$ cat config.mk
export PLATFORM = sky130hd
export DESIGN_NAME = checksummed_sentence_decoder_core_flat
export DESIGN_NICKNAME = d
export VERILOG_FILES = /design/src/rtl/csd_pkg.sv /design/src/rtl/csd_in_if.sv /design/src/rtl/csd_out_if.sv /design/src/rtl/checksummed_sentence_decoder_core.sv /design/src/flat_wrapper.sv
export VERILOG_INCLUDE_DIRS = /design/src /design/src/rtl
export SDC_FILE = /design/constraint.sdc
export NUM_CORES = 1
export LEC_CHECK = 0
export BUFFER_PORTS_ARGS = -buffer_cell sky130_fd_sc_hd__clkbuf_2
export CORE_ASPECT_RATIO = 0.6
export CORE_MARGIN = 4
export CORE_UTILIZATION = 43
export DETAILED_ROUTE_END_ITERATION = 8
export SETUP_SLACK_MARGIN = 0.15
export SYNTH_ARGS = -nofsm -noshare
export SYNTH_HDL_FRONTEND = slang
export SYNTH_SLANG_ARGS = --single-unit
$ cat constraint.sdc
create_clock -name clk -period 6.8 [get_ports clk]
set_input_delay 1.36 -clock clk [delete_from_list [all_inputs] [get_ports clk]]
set_output_delay 1.36 -clock clk [all_outputs]
set_load 0.005 [all_outputs]
$ cat src/rtl/checksummed_sentence_decoder_core_macros.svh
// Assertion macros for the checksummed sentence decoder.
// Each macro expects clk and rst_n in the scope of its use.
`ifndef CHECKSUMMED_SENTENCE_DECODER_CORE_MACROS_SVH
`define CHECKSUMMED_SENTENCE_DECODER_CORE_MACROS_SVH

// Same-cycle implication, disabled during reset.
`define CSD_ASSERT_SAME(lbl, ante, cons, msg) \
  lbl: assert property (@(posedge clk) disable iff (!rst_n) (ante) |-> (cons)) else $error(msg);

// Next-cycle implication, disabled during reset.
`define CSD_ASSERT_NEXT(lbl, ante, cons, msg) \
  lbl: assert property (@(posedge clk) disable iff (!rst_n) (ante) |=> (cons)) else $error(msg);

`endif

$ cat src/rtl/csd_pkg.sv
// Shared types, character codes and helpers for the sentence decoder.
// No dependencies.
package csd_pkg;

  typedef enum logic [2:0] {
    PH_WAIT     = 3'd0,
    PH_RECORD   = 3'd1,
    PH_HEX_HIGH = 3'd2,
    PH_HEX_LOW  = 3'd3,
    PH_CLOSE    = 3'd4
  } phase_t;

  typedef enum logic [2:0] {
    ST_WAITING   = 3'd0,
    ST_PARSING   = 3'd1,
    ST_FAILURE   = 3'd2,
    ST_COORD     = 3'd3,
    ST_HIT       = 3'd4,
    ST_CHALLENGE = 3'd5,
    ST_DETERMINE = 3'd6
  } status_t;

  localparam logic [7:0] CH_DOLLAR = 8'h24;
  localparam logic [7:0] CH_STAR   = 8'h2A;
  localparam logic [7:0] CH_COMMA  = 8'h2C;
  localparam logic [7:0] CH_ZERO   = 8'h30;
  localparam logic [7:0] CH_NINE   = 8'h39;
  localparam logic [7:0] CH_UA     = 8'h41;
  localparam logic [7:0] CH_UF     = 8'h46;
  localparam logic [7:0] CH_LA     = 8'h61;
  localparam logic [7:0] CH_LF     = 8'h66;
  localparam logic [7:0] CH_C      = 8'h43;
  localparam logic [7:0] CH_O      = 8'h4F;
  localparam logic [7:0] CH_H      = 8'h48;
  localparam logic [7:0] CH_I      = 8'h49;
  localparam logic [7:0] CH_D      = 8'h44;
  localparam logic [7:0] CH_E      = 8'h45;

  localparam logic [7:0] OFS_DIGIT = 8'd48;
  localparam logic [7:0] OFS_UPPER = 8'd55;
  localparam logic [7:0] OFS_LOWER = 8'd87;
  localparam logic [4:0] HEX_BAD   = 5'd16;

  // 0..15 for a hex digit, HEX_BAD otherwise
  function automatic logic [4:0] hex_value(input logic [7:0] c);
    logic [7:0] d;
    if (c inside {[CH_ZERO:CH_NINE]}) begin
      d = c - OFS_DIGIT;
    end else if (c inside {[CH_UA:CH_UF]}) begin
      d = c - OFS_UPPER;
    end else if (c inside {[CH_LA:CH_LF]}) begin
      d = c - OFS_LOWER;
    end else begin
      d = {3'b000, HEX_BAD};
    end
    return d[4:0];
  endfunction

endpackage

$ cat src/rtl/csd_in_if.sv
// Input channel of the sentence decoder: one received byte per word.
// No dependencies.
interface csd_in_if;
  logic       valid;
  logic       ready;
  logic [7:0] rx_byte;

  modport source (output valid, output rx_byte, input ready);
  modport sink   (input valid, input rx_byte, output ready);
endinterface

$ cat src/rtl/csd_out_if.sv
// Result channel of the sentence decoder: status and three field values per word.
// No dependencies.
interface csd_out_if;
  logic        valid;
  logic        ready;
  logic [2:0]  status;
  logic [15:0] first_value;
  logic [15:0] second_value;
  logic [15:0] third_value;

  modport source (output valid, output status, output first_value, output second_value,
                  output third_value, input ready);
  modport sink   (input valid, input status, input first_value, input second_value,
                  input third_value, output ready);
endinterface

$ cat src/rtl/checksummed_sentence_decoder_core.sv
// Sentence decoder core: $TAG,a,b[,c]*hh parser with XOR checksum and field values.
// Depends on csd_pkg, csd_in_if, csd_out_if and the assertion macro header.
//
//  channel | dir | handshake     | word
//  in_ch   | in  | valid/ready   | rx_byte[7:0]
//  out_ch  | out | valid/ready   | status[2:0], first/second/third_value[15:0]
//
// One result word per input word, in the cycle after it is taken; a word can be
// taken every cycle unless out_ch stalls a held result. The result sits in a single register.
// in_ch.ready is high while the result register is empty or being drained.
// Reset (rst_n low, synchronous) returns to waiting for '$' and empties the output.
`include "checksummed_sentence_decoder_core_macros.svh"

module checksummed_sentence_decoder_core #(
  parameter int MAX_PAYLOAD = 64
) (
  input logic      clk,
  input logic      rst_n,
  csd_in_if.sink   in_ch,
  csd_out_if.source out_ch
);

  localparam int CNT_W = $clog2(MAX_PAYLOAD + 1);

  csd_pkg::phase_t  phase_r, phase_nxt;
  logic [7:0]       xor_r, xor_nxt;
  logic [3:0]       hi_r, hi_nxt;
  logic [CNT_W-1:0] count_r, count_nxt;
  logic [7:0]       tag_r [2];
  logic [7:0]       tag_nxt [2];
  logic [1:0]       fnum_r, fnum_nxt;
  logic [15:0]      field_r [3];
  logic [15:0]      field_nxt [3];
  logic             ended_r, ended_nxt;
  logic             ck_ok_r, ck_ok_nxt;

  logic             out_valid_r;
  csd_pkg::status_t status_r, status_nxt;
  logic [15:0]      v1_r, v1_nxt, v2_r, v2_nxt, v3_r, v3_nxt;

  logic             take;
  logic [7:0]       c;
  logic [4:0]       hex;
  logic             hex_ok;
  logic             sum_match;
  logic             is_digit;
  logic [3:0]       digit;
  logic [1:0]       fidx;
  logic [15:0]      fcur;
  logic [19:0]      acc;
  logic [15:0]      fsat;

  logic             in_wait;
  logic             idle_byte;
  logic             waiting_word;
  logic             plain_status;
  logic             hit_status;
  logic             values_zero;

  assign in_ch.ready = !out_valid_r || out_ch.ready;
  assign take        = in_ch.valid && in_ch.ready;
  assign c           = in_ch.rx_byte;

  assign hex       = csd_pkg::hex_value(c);
  assign hex_ok    = !hex[4];
  assign sum_match = hex_ok && ({hi_r, hex[3:0]} == xor_r);
  assign is_digit  = (c >= csd_pkg::CH_ZERO) && (c <= csd_pkg::CH_NINE);
  assign digit     = 4'(c - csd_pkg::OFS_DIGIT);
  assign fidx      = fnum_r - 2'd1;
  assign fcur      = field_r[fidx];
  assign acc       = ({4'b0000, fcur} << 3) + ({4'b0000, fcur} << 1) + {16'h0000, digit};
  assign fsat      = (acc[19:16] != 4'h0) ? 16'hFFFF : acc[15:0];

  // next phase
  always_comb begin
    phase_nxt = phase_r;
    case (phase_r)
      csd_pkg::PH_WAIT: begin
        if (c == csd_pkg::CH_DOLLAR) phase_nxt = csd_pkg::PH_RECORD;
      end
      csd_pkg::PH_RECORD: begin
        if (c == csd_pkg::CH_STAR) phase_nxt = csd_pkg::PH_HEX_HIGH;
        else if (count_r >= CNT_W'(MAX_PAYLOAD)) phase_nxt = csd_pkg::PH_WAIT;
      end
      csd_pkg::PH_HEX_HIGH: begin
        phase_nxt = hex_ok ? csd_pkg::PH_HEX_LOW : csd_pkg::PH_WAIT;
      end
      csd_pkg::PH_HEX_LOW: begin
        phase_nxt = sum_match ? csd_pkg::PH_CLOSE : csd_pkg::PH_WAIT;
      end
      default: begin
        phase_nxt = csd_pkg::PH_WAIT;
      end
    endcase
  end

  // sentence state and result word
  always_comb begin
    xor_nxt      = xor_r;
    hi_nxt       = hi_r;
    count_nxt    = count_r;
    tag_nxt      = tag_r;
    fnum_nxt     = fnum_r;
    field_nxt    = field_r;
    ended_nxt    = ended_r;
    ck_ok_nxt    = ck_ok_r;
    status_nxt   = csd_pkg::ST_PARSING;
    v1_nxt       = 16'h0000;
    v2_nxt       = 16'h0000;
    v3_nxt       = 16'h0000;
    case (phase_r)
      csd_pkg::PH_WAIT: begin
        if (c == csd_pkg::CH_DOLLAR) begin
          xor_nxt   = 8'h00;
          hi_nxt    = 4'h0;
          count_nxt = '0;
          tag_nxt   = '{8'h00, 8'h00};
          fnum_nxt  = 2'd0;
          field_nxt = '{16'h0000, 16'h0000, 16'h0000};
          ended_nxt = 1'b0;
          ck_ok_nxt = 1'b0;
        end else begin
          status_nxt = csd_pkg::ST_WAITING;
        end
      end
      csd_pkg::PH_RECORD: begin
        if (c == csd_pkg::CH_STAR) begin
          status_nxt = csd_pkg::ST_PARSING;
        end else if (count_r >= CNT_W'(MAX_PAYLOAD)) begin
          status_nxt = csd_pkg::ST_FAILURE;
        end else begin
          xor_nxt   = xor_r ^ c;
          count_nxt = count_r + CNT_W'(1);
          if (count_r < CNT_W'(2)) tag_nxt[count_r[0]] = c;
          if (c == csd_pkg::CH_COMMA) begin
            if (fnum_r != 2'd3) begin
              fnum_nxt  = fnum_r + 2'd1;
              ended_nxt = 1'b0;
            end else begin
              ended_nxt = 1'b1;
            end
          end else if ((fnum_r != 2'd0) && !ended_r) begin
            if (is_digit) field_nxt[fidx] = fsat;
            else ended_nxt = 1'b1;
          end
        end
      end
      csd_pkg::PH_HEX_HIGH: begin
        if (hex_ok) hi_nxt = hex[3:0];
        else status_nxt = csd_pkg::ST_FAILURE;
      end
      csd_pkg::PH_HEX_LOW: begin
        ck_ok_nxt = sum_match;
        if (!sum_match) status_nxt = csd_pkg::ST_FAILURE;
      end
      default: begin
        if (tag_r[0] == csd_pkg::CH_C && tag_r[1] == csd_pkg::CH_O) begin
          status_nxt = csd_pkg::ST_COORD;
        end else if (tag_r[0] == csd_pkg::CH_H && tag_r[1] == csd_pkg::CH_I) begin
          status_nxt = csd_pkg::ST_HIT;
        end else if (tag_r[0] == csd_pkg::CH_C && tag_r[1] == csd_pkg::CH_H) begin
          status_nxt = csd_pkg::ST_CHALLENGE;
        end else if (tag_r[0] == csd_pkg::CH_D && tag_r[1] == csd_pkg::CH_E) begin
          status_nxt = csd_pkg::ST_DETERMINE;
        end else begin
          status_nxt = csd_pkg::ST_FAILURE;
        end
        if (status_nxt != csd_pkg::ST_FAILURE) begin
          v1_nxt = field_r[0];
          v2_nxt = field_r[1];
          if (status_nxt == csd_pkg::ST_HIT) v3_nxt = field_r[2];
        end
      end
    endcase
  end

  always_ff @(posedge clk) begin
    if (!rst_n) begin
      phase_r <= csd_pkg::PH_WAIT;
      xor_r   <= 8'h00;
      hi_r    <= 4'h0;
      count_r <= '0;
      tag_r   <= '{8'h00, 8'h00};
      fnum_r  <= 2'd0;
      field_r <= '{16'h0000, 16'h0000, 16'h0000};
      ended_r <= 1'b0;
      ck_ok_r <= 1'b0;
    end else if (take) begin
      phase_r <= phase_nxt;
      xor_r   <= xor_nxt;
      hi_r    <= hi_nxt;
      count_r <= count_nxt;
      tag_r   <= tag_nxt;
      fnum_r  <= fnum_nxt;
      field_r <= field_nxt;
      ended_r <= ended_nxt;
      ck_ok_r <= ck_ok_nxt;
    end
  end

  always_ff @(posedge clk) begin
    if (!rst_n) begin
      out_valid_r <= 1'b0;
    end else if (take) begin
      out_valid_r <= 1'b1;
    end else if (out_ch.ready) begin
      out_valid_r <= 1'b0;
    end
  end

  // hold the result word until taken
  always_ff @(posedge clk) begin
    if (take) begin
      status_r <= status_nxt;
      v1_r     <= v1_nxt;
      v2_r     <= v2_nxt;
      v3_r     <= v3_nxt;
    end
  end

  assign out_ch.valid        = out_valid_r;
  assign out_ch.status       = status_r;
  assign out_ch.first_value  = v1_r;
  assign out_ch.second_value = v2_r;
  assign out_ch.third_value  = v3_r;

  assign in_wait      = (phase_r == csd_pkg::PH_WAIT);
  assign idle_byte    = take && in_wait && (c != csd_pkg::CH_DOLLAR);
  assign waiting_word = out_valid_r && (status_r == csd_pkg::ST_WAITING);
  assign plain_status = status_r inside {csd_pkg::ST_WAITING, csd_pkg::ST_PARSING,
                                         csd_pkg::ST_FAILURE};
  assign hit_status   = (status_r == csd_pkg::ST_HIT);
  assign values_zero  = (v1_r == 16'h0000) && (v2_r == 16'h0000) && (v3_r == 16'h0000);

  `CSD_ASSERT_SAME(a_count_bound, 1'b1, count_r <= CNT_W'(MAX_PAYLOAD), "payload count overrun")
  `CSD_ASSERT_SAME(a_close_needs_sum, phase_r == csd_pkg::PH_CLOSE, ck_ok_r, "unchecked close")
  `CSD_ASSERT_SAME(a_values_zero, out_valid_r && plain_status, values_zero, "values on plain status")
  `CSD_ASSERT_SAME(a_v3_hit, out_valid_r && !hit_status, v3_r == 16'h0000, "third value off hit")
  `CSD_ASSERT_NEXT(a_idle_byte, idle_byte, waiting_word && in_wait, "idle byte mishandled")

endmodule
$ cat src/flat_wrapper.sv
// flat-port wrapper written by rule: the top's interface ports become plain ports
module checksummed_sentence_decoder_core_flat 
#(
  parameter int MAX_PAYLOAD = 64
)
  (clk, rst_n, in_ch_valid, in_ch_rx_byte, in_ch_ready, out_ch_valid, out_ch_status, out_ch_first_value, out_ch_second_value, out_ch_third_value, out_ch_ready);
  csd_in_if in_ch_i ();
  csd_out_if out_ch_i ();
  input logic clk;
  input logic rst_n;
  input wire logic [$bits(in_ch_i.valid)-1:0] in_ch_valid;
  input wire logic [$bits(in_ch_i.rx_byte)-1:0] in_ch_rx_byte;
  output wire logic [$bits(in_ch_i.ready)-1:0] in_ch_ready;
  output wire logic [$bits(out_ch_i.valid)-1:0] out_ch_valid;
  output wire logic [$bits(out_ch_i.status)-1:0] out_ch_status;
  output wire logic [$bits(out_ch_i.first_value)-1:0] out_ch_first_value;
  output wire logic [$bits(out_ch_i.second_value)-1:0] out_ch_second_value;
  output wire logic [$bits(out_ch_i.third_value)-1:0] out_ch_third_value;
  input wire logic [$bits(out_ch_i.ready)-1:0] out_ch_ready;
  assign in_ch_i.valid = in_ch_valid;
  assign in_ch_i.rx_byte = in_ch_rx_byte;
  assign in_ch_ready = in_ch_i.ready;
  assign out_ch_valid = out_ch_i.valid;
  assign out_ch_status = out_ch_i.status;
  assign out_ch_first_value = out_ch_i.first_value;
  assign out_ch_second_value = out_ch_i.second_value;
  assign out_ch_third_value = out_ch_i.third_value;
  assign out_ch_i.ready = out_ch_ready;
  checksummed_sentence_decoder_core #(.MAX_PAYLOAD(MAX_PAYLOAD)) u_core (.clk(clk), .rst_n(rst_n), .in_ch(in_ch_i), .out_ch(out_ch_i));
endmodule
==> run metrics, run 1 <==
CTS resizes=0; Layout fillers=1455; Arrival @ worst endpoint=5.93 ns; clk_lat worst skew=0.43 ns; Relative slew margins=41.7%; antenna cell count=0; Most used DFF post-synth=dfxtp_1; ratio of final minimum period to clock period=82.2%; worst slew pin tran=0.871 ns; Max H-tree Level=4; Setup violations, final=0; CP endpoint kind=flip-flop; Starting Density=44.4%; Cell variety after synth=66; Seq/Total Area, Yosys=45.6%; Async SR Flop Fraction=0%; Die ar.=a little under 0.02 mm²; mean routed wirelength per cell=slightly below 20 µm; CTS tree=yes; final setup skew=~0.011 ns; r2r endpoint=u_core.field_r[20]; pin count of the biggest net entering global routing=59; YS warnings=0; final hold vios=0; Worst R2R Setup Slack=1.21 ns; hold_buf cts=0; vias per cell=5.79; IO Pins=65; total CTS buffers=17; cell area after placement=0.00778 mm²; final instance area=0.00841 mm²; core region area=0.0164 mm²; Post-DP HPWL=14.5 mm; first-pass GRT wire length=30.1 mm; DRC viols=0; most frequent cells in the layout=dfxtp_1 (90), clkbuf_2 (64), and2_1 (57), edfxtp_1 (51), ha_1 (41); CP Max Fanout=35; clock sink count=roughly 140; TNS Setup=0 ns; root buffer cell=clkbuf_16; Cell Area, Synth=around 0.0073 mm²; Mapped Avg Cell Area=10.2 µm²; syn nets=774; Worst R2R Start=u_core.fnum_r[0]; total power draw=1950 µW; cell count after synthesis=719; gpl congestion=0.923; Startpoint Class=flip-flop; Post CTS Setup Buffer Count=0; clock-pin slew on the worst setup and hold paths=0.06 ns; max_cap viols=0; antenna violations before repair=0; pwr/cell area=232 mW/mm²; Die W=176 µm; commonest non-fill, non-tap cell in the layout=dfxtp_1; final wirelength=19.5 mm; Pleak=0.00339 µW; final slew viol count=0; VDD IR max=0.000166 V; nets@finish=825; DP Worst Slack=roughly 1.4 ns; vias in the first global route=5175; hold depth=2; # rows=36; 1st-iter DRT viols=just under 700; Vias=5849; synthesis-to-finish area growth=15.1%; Worst R2R Path Depth=15; Tot GR Track Use=20.4%; Tightest Hold Check Type=reg -> reg; RSZ-0062 raised after global routing=false; Seq cells post-synth=141; status=finished, final reports clean; GRT overflow=0; Crit Path Category=reg -> reg; DR pass1 iterations=5; post-route ant nets=0; Post-synth EDFFs=roughly 50; Final Util=between 50% and 60%; Hold Path Origin=u_core.hi_r[0]; clk buf depth=2; Max Fclk=179 MHz; Worst EP required=roughly 7 ns; Hold Path Sink=u_core.hi_r[0]; # port buffers=64; final worst setup slack=1.21 ns; layout cell share with drive strength beyond 1=between 10% and 20%; Die Y=roughly 110 µm; post-layout min period=between 5 and 6 ns
## cell usage after synthesis (14+ instances only)
| cell | instances | area (µm²) |
|---|---|---|
| clkbuf_1 | 18 | 67.6 |
| nor2_1 | 39 | 146 |
| ha_1 | 41 | 513 |
| dfxtp_1 | 90 | 1800 |
| o21ai_0 | 40 | 200 |
| xor2_1 | 21 | 184 |
| nor2b_1 | 23 | 144 |
| nand2_1 | 36 | 135 |
| nand3_1 | 26 | 130 |
| a22oi_1 | 30 | 225 |
| a22o_1 | 31 | 272 |
| edfxtp_1 | 51 | 1530 |
| buf_2 | 14 | 70.1 |
| and2_1 | 57 | 357 |
| a21oi_1 | 27 | 135 |
| mux2i_1 | 18 | 180 |
## sequential cells by signal (all words and copies together) (netlist names), 4 cells and up
signal                      flops
u_core.field_r                 48
u_core.xor_r                    8
u_core.tag_r                   16
u_core.out_ch.second_value     16
u_core.out_ch.first_value      16
u_core.count_r                  7
u_core.out_ch.third_value      16
u_core.hi_r                     4
## cells by family after synthesis
family                   synth area share, %
AND/OR/NAND/NOR                         19.6
AO/OA/AOI/OAI                           18.2
flip-flops                              45.6
buffers and inverters                   2.98
adder cells (fa/ha/maj)                 7.57
XOR/XNOR                                3.60
multiplexers                            2.47
## where the power goes
part / total (µW) / switching [µW] / internal [µW]
Sequential: 895 / 5.73 / 890
Clock: 986 / 366 / 619
Combinational: 72.9 / 48.7 / 24.2
## cell type report
| cell class | count | area (µm²) | area share (%) |
|---|---|---|---|
| Clock buffer | 20 | 437 | 5.19 |
| Timing Repair Buffer | 69 | 358 | 4.26 |
| Clock inverter | 12 | 186 | 2.22 |
| Inverter | 12 | 45.0 | 0.536 |
| Sequential cell | 141 | 3330 | 39.6 |
| Multi-Input combinational cell | 529 | 3760 | 44.8 |
| Tap cell | 228 | 285 | 3.39 |
## worst max path at each step
stage | from | end | slack, ns
floorplan | u_core.fnum_r[0] | u_core.field_r[10] | 1.95
global placement | u_core.fnum_r[0] | u_core.field_r[6] | 1.52
detailed placement | u_core.fnum_r[0] | u_core.field_r[20] | 1.39
CTS | u_core.fnum_r[0] | u_core.field_r[18] | 1.33
global route | u_core.fnum_r[0] | u_core.field_r[34] | 0.84
finish | u_core.fnum_r[0] | u_core.field_r[20] | 1.21
## worst max-delay path, cell delays in order, from the launching register on
cell	delay, ns
dfxtp_1	0.40
inv_1	0.40
ha_1	0.89
buf_4	0.41
nand3_1	0.11
o21ai_0	0.22
fa_1	0.52
ha_1	0.30
a21oi_1	0.19
o21ai_1	0.15
or4_1	0.50
a311oi_1	0.41
o221ai_1	0.22
buf_4	0.22
and3_1	0.32
o21ai_0	0.24
## stage by stage
step | instances | hold slack (ns)
2_1_floorplan | 719 | 0.449
3_3_place_gp | 979 | 0.467
3_5_place_dp | 979 | 0.486
4_1_cts | 1011 | 0.487
5_1_grt | 1011 | 0.526
6_report | 1011 | 0.490
## per-layer routing
metal  GRT usage (%)  part of all wire (%)
met1            34.2                    54
met2            24.1                    36
met3            6.10                   9.7
met4            4.78                  0.64
met5               0                     0
(Power assumes the default switching activity.)
==> run 2: changes to the inputs <==
==> constraint.sdc (replaced) <==
create_clock -name clk -period 4.76 [get_ports clk]
set_input_delay 0.952 -clock clk [delete_from_list [all_inputs] [get_ports clk]]
set_output_delay 0.952 -clock clk [all_outputs]
set_load 0.005 [all_outputs]
==> run metrics, run 2 (synthesized netlist as in run 1, its figures left out) <==
status=finished, final reports clean; pin count of the biggest net entering global routing=50; Largest stage delay, worst path=0.51 ns; Die Y=109 µm; 1st-iter DRT viols=712; Slowest cell on crit path=or4_1; worst slew pin tran=roughly 0.84 ns; total CTS buffers=17; most frequent cells in the layout=dfxtp_1 (90), clkbuf_2 (64), and2_1 (57), edfxtp_1 (51), ha_1 (40); Max H-tree Level=4; DP Worst Slack=0.176 ns; Starting Density=between 40% and 50%; final slew viol count=0; final hold vios=0; TNS Setup=0 ns; Largest Register=u_core.field_r; Final Util=51.7%; # rows=36; Setup violations, final=0; post-route ant nets=0; VDD IR max=0.000239 V; vias per cell=5.78; Post CTS Setup Buffer Count=0; Arrival @ worst endpoint=between 4 and 5 ns; DR pass1 iterations=5; final setup skew=0.00929 ns; DRC viols=0; Relative slew margins=approximately 44%; core region area=~0.016 mm²; Startpoint Class=flip-flop; Post-DP HPWL=14.8 mm; vias in the first global route=5476; clock-pin slew on the worst setup and hold paths=0.07 ns; max_cap viols=0; gpl congestion=0.911; CP endpoint kind=flip-flop; Tot GR Track Use=a little over a fifth; Tightest Hold Check Type=reg -> reg; antenna violations before repair=0; commonest non-fill, non-tap cell in the layout=dfxtp_1; met2 Track Usage GR=26.1%; mean routed wirelength per cell=20.0 µm; Die ar.=0.0192 mm²; IO Pins=65; most frequent CP cell=o21ai_1; met3 Use GR=6.27%; post-layout min period=4.50 ns; layout cell share with drive strength beyond 1=16.2%; ratio of final minimum period to clock period=94.5%; # port buffers=64; Pleak=0.00343 µW; RSZ-0062 raised after global routing=true; first-pass GRT wire length=31.7 mm; Crit Path Category=reg -> reg; Vias=5883; Die W=176 µm; clk_lat worst skew=0.42 ns; clk buf depth=2; Global Route met1 Usage=35.3%; final wirelength=20.4 mm; root buffer cell=clkbuf_16; Max Fclk=222 MHz; Worst EP required=5.08 ns; synthesis-to-finish area growth=16.4%; CP Max Fanout=16; nets@finish=831; CTS tree=yes; pwr/cell area=324 mW/mm²; antenna cell count=0; max FFs per register=48; final worst setup slack=0.263 ns; clock sink count=~140; GRT overflow=0; cells along the critical path=inv_1 > ha_2 > buf_12 > mux2i_1 > o21ai_1 > fa_1 > ha_1 > a21oi_1 > o21ai_1 > or4_1 > a31o_2 > o221ai_2 > buf_4 > nand4_1 > a22o_1; Top Usage Layer GRT=met1
## run 2: changes by cell type in the layout (fill, tap and decap cells not counted), moves of 2 or more
cell       change
buf_4          +3
clkbuf_1       -3
bufinv_16      -2
o21ai_1        +5
inv_8          +3
o21ai_0        -5
## run 2: layout make-up
cell class                 instances  area [µm²]
clock buffer                      17         425
clock inverter                    15         180
fill                            1500        7940
inverter                          12        45.0
multi-input combinational        529        3800
sequential                       141        3330
tap                              228         285
timing repair buffer              75         430
## run 2: stage by stage
stage                     instance area, µm²  cells  hold WS [ns]  total power (µW)
after floorplan                         7310    719         0.449              1360
after global placement                  7830    983         0.469              1410
after detailed placement                7830    983         0.486              1410
after CTS                               8430   1015         0.496              2770
after global routing                    8500   1017         0.531              2820
final                                   8500   1017         0.486              2750
## run 2: path summary, 6_finish.rpt
check	endpoint	depth (start not counted)	slack [ns]	start
worst min register to register	u_core.hi_r[1]	2	0.49	u_core.hi_r[1]
worst max-delay path	u_core.field_r[15]	15	0.26	u_core.fnum_r[0]
worst min-delay path	u_core.hi_r[1]	2	0.49	u_core.hi_r[1]
worst max register to register	u_core.field_r[15]	15	0.26	u_core.fnum_r[0]
## run 2: critical path, delay by kind of cell, from the launching register on
family	cells	cell delay, ns
flops	1	0.40
mux	1	0.22
fa+ha+maj	3	1.20
simple gates	2	0.76
compound gates	6	1.29
buf+inv	3	0.49
## run 2: routing by layer
metal  routed length [µm]  vias up
met5                    0        -
met1                10700     2814
met2                 7490      267
li1                     -     2789
met4                  142        0
met3                 2010       13
## run 2: what timing repair did
action | in CTS | in global routing
setup endpoints to repair | 0 | 48
resized for setup | 0 | 14
hold buffers | 0 | 0
## run 2: where the power goes
part	internal [µW]	switching (µW)	leakage [µW]
clock	792	576	0.000292
sequential	1270	7.94	0.00123
combinational	35.1	70.6	0.00191
total	2100	654	0.00343
==> run 3: changes to the inputs <==
--- a/config.mk
+++ b/config.mk
@@ -6,11 +6,11 @@
 export SDC_FILE = /design/constraint.sdc
 export NUM_CORES = 1
 export LEC_CHECK = 0
-export BUFFER_PORTS_ARGS = -buffer_cell sky130_fd_sc_hd__clkbuf_2
 export CORE_ASPECT_RATIO = 0.6
 export CORE_MARGIN = 4
 export CORE_UTILIZATION = 43
 export DETAILED_ROUTE_END_ITERATION = 8
+export DONT_BUFFER_PORTS = 1
 export SETUP_SLACK_MARGIN = 0.15
 export SYNTH_ARGS = -nofsm -noshare
 export SYNTH_HDL_FRONTEND = slang
==> run metrics, run 3 (synthesized netlist as in run 1, its figures left out) <==
Tot GR Track Use=20.6%; Startpoint Class=flip-flop; cell internal pwr=1970 µW; pin count of the biggest net entering global routing=50; Worst EP required=a little over 5 ns; final wirelength=19.6 mm; layout cell share with drive strength beyond 1=under 10%; final slew viol count=0; CTS tree=yes; clk buf depth=2; Largest Register=u_core.field_r; sequential power share=50.0%; Die W=176 µm; max FFs per register=48; nets@finish=just under 800; switching share of power=23.3%; Worst R2R Start=u_core.fnum_r[1]; total CTS buffers=17; placed insts=920; Setup violations, final=0; DRC viols=0; core region area=0.0164 mm²; RSZ-0062 raised after global routing=false; vias in the first global route=5228; hold depth=2; sequential cell area=0.00333 mm²; NetSw=~600 µW; # rows=36; Post-DP HPWL=approximately 14 mm; 1st-iter DRT viols=720; CP Max Fanout=16; final hold vios=0; Relative slew margins=43.5%; Max H-tree Level=4; final worst setup slack=0.360 ns; Logic pwr share=2.4%; footprint of the multi-input gates=0.00380 mm²; GRT overflow=0; Hold Path Sink=u_core.hi_r[1]; clock-pin slew on the worst setup and hold paths=0.06 ns; post-route ant nets=0; Die Y=109 µm; max_cap viols=0; clk_lat worst skew=0.42 ns; clock sink count=141; Pleak=0.00312 µW; synthesis-to-finish area growth=11.3%; commonest non-fill, non-tap cell in the layout=dfxtp_1; Tightest Hold Check Type=reg -> reg; TNS Setup=0 ns; pwr/cell area=316 mW/mm²; antenna violations before repair=0; DR pass1 iterations=5; # port buffers=0; vias per cell=approximately 5.9; clock power share=47.6%; Hold Path Origin=u_core.hi_r[1]; Worst R2R Path Depth=15; Worst R2R Setup Slack=0.36 ns; most frequent cells in the layout=dfxtp_1 (90), and2_1 (57), edfxtp_1 (51), ha_1 (40), nor2_1 (39); final setup skew=0.0122 ns; mean routed wirelength per cell=around 20 µm; Die ar.=0.0192 mm²; post-layout min period=~4.4 ns; Crit Path Category=reg -> reg; Max Fclk=227 MHz; status=finished, final reports clean; VDD IR max=0.000243 V; antenna cell count=0; worst slew pin tran=0.845 ns; DP Worst Slack=~0.035 ns; Vias=5681; IO Pins=65; gpl congestion=0.942; Starting Density=44.4%; Layout Cells excl Fill=955; CP endpoint kind=flip-flop; Layout fillers=1504; ratio of final minimum period to clock period=92.4%; r2r endpoint=u_core.field_r[18]; root buffer cell=clkbuf_16; first-pass GRT wire length=30.5 mm; Arrival @ worst endpoint=4.73 ns
## run 3: metal layers
metal  track usage [%]  wire length (µm)  up-vias
li1                  -                 -     2666
met3              5.51              1890       18
met4              5.17               207        0
met2              25.7              7190      270
met5                 0                 0        -
met1              33.8             10300     2727
## run 3: how the worst max path moves through the flow
| stage | from | endpoint |
|---|---|---|
| after CTS | u_core.fnum_r[0] | u_core.field_r[32] |
| after floorplan | u_core.fnum_r[0] | u_core.field_r[10] |
| final | u_core.fnum_r[1] | u_core.field_r[18] |
| after global placement | u_core.fnum_r[0] | u_core.field_r[32] |
| after detailed placement | u_core.fnum_r[1] | u_core.field_r[32] |
| after global routing | u_core.fnum_r[1] | u_core.field_r[30] |
## run 3: critical path, cell delays in order (launching register included)
cell and delay (ns):
dfxtp_1 0.39, inv_1 0.11, ha_4 0.33, buf_12 0.19, mux2i_2 0.27, o21ai_1 0.15, fa_1 0.49, ha_1 0.31
a21oi_1 0.18, o21ai_1 0.16, or4_4 0.48, a311oi_2 0.33, o221ai_1 0.19, buf_4 0.22, and3_2 0.31, o21ai_0 0.20
## run 3: area by class of cell
class	count	area share [%]
tap	228	3.51
clock inverter	12	1.26
inverter	12	0.554
multi-input combinational	529	46.7
timing repair buffer	13	1.57
sequential	141	41.0
clock buffer	20	5.37
## run 3: power groups by stage
stage	clock network [µW]	logic [µW]	registers [µW]
floorplan	0	52.5	1310
global placement	0	59.6	1310
detailed placement	0	60.4	1310
CTS	1240	60.8	1290
global route	1290	66.7	1290
finish	1220	61.1	1280
## run 3: per-stage QoR
stage                     util [%]  cell area (µm²)  hold slack (ns)  total power (µW)
after global routing          49.4             8130            0.525              2640
after detailed placement      45.7             7510            0.469              1370
final                         49.4             8130            0.476              2570
after CTS                     49.0             8050            0.477              2580
after global placement        45.7             7510            0.464              1370
after floorplan                  -             7310            0.449              1360
## run 3: repair_timing
action | 4_1_cts | 5_1_grt
pin swaps | 0 | 1
buffers inserted | 0 | 2
gates cloned | 0 | 1
hold buffers | 0 | 0
gates resized for setup | 3 | 11
endpoints found under the setup margin | 12 | 48
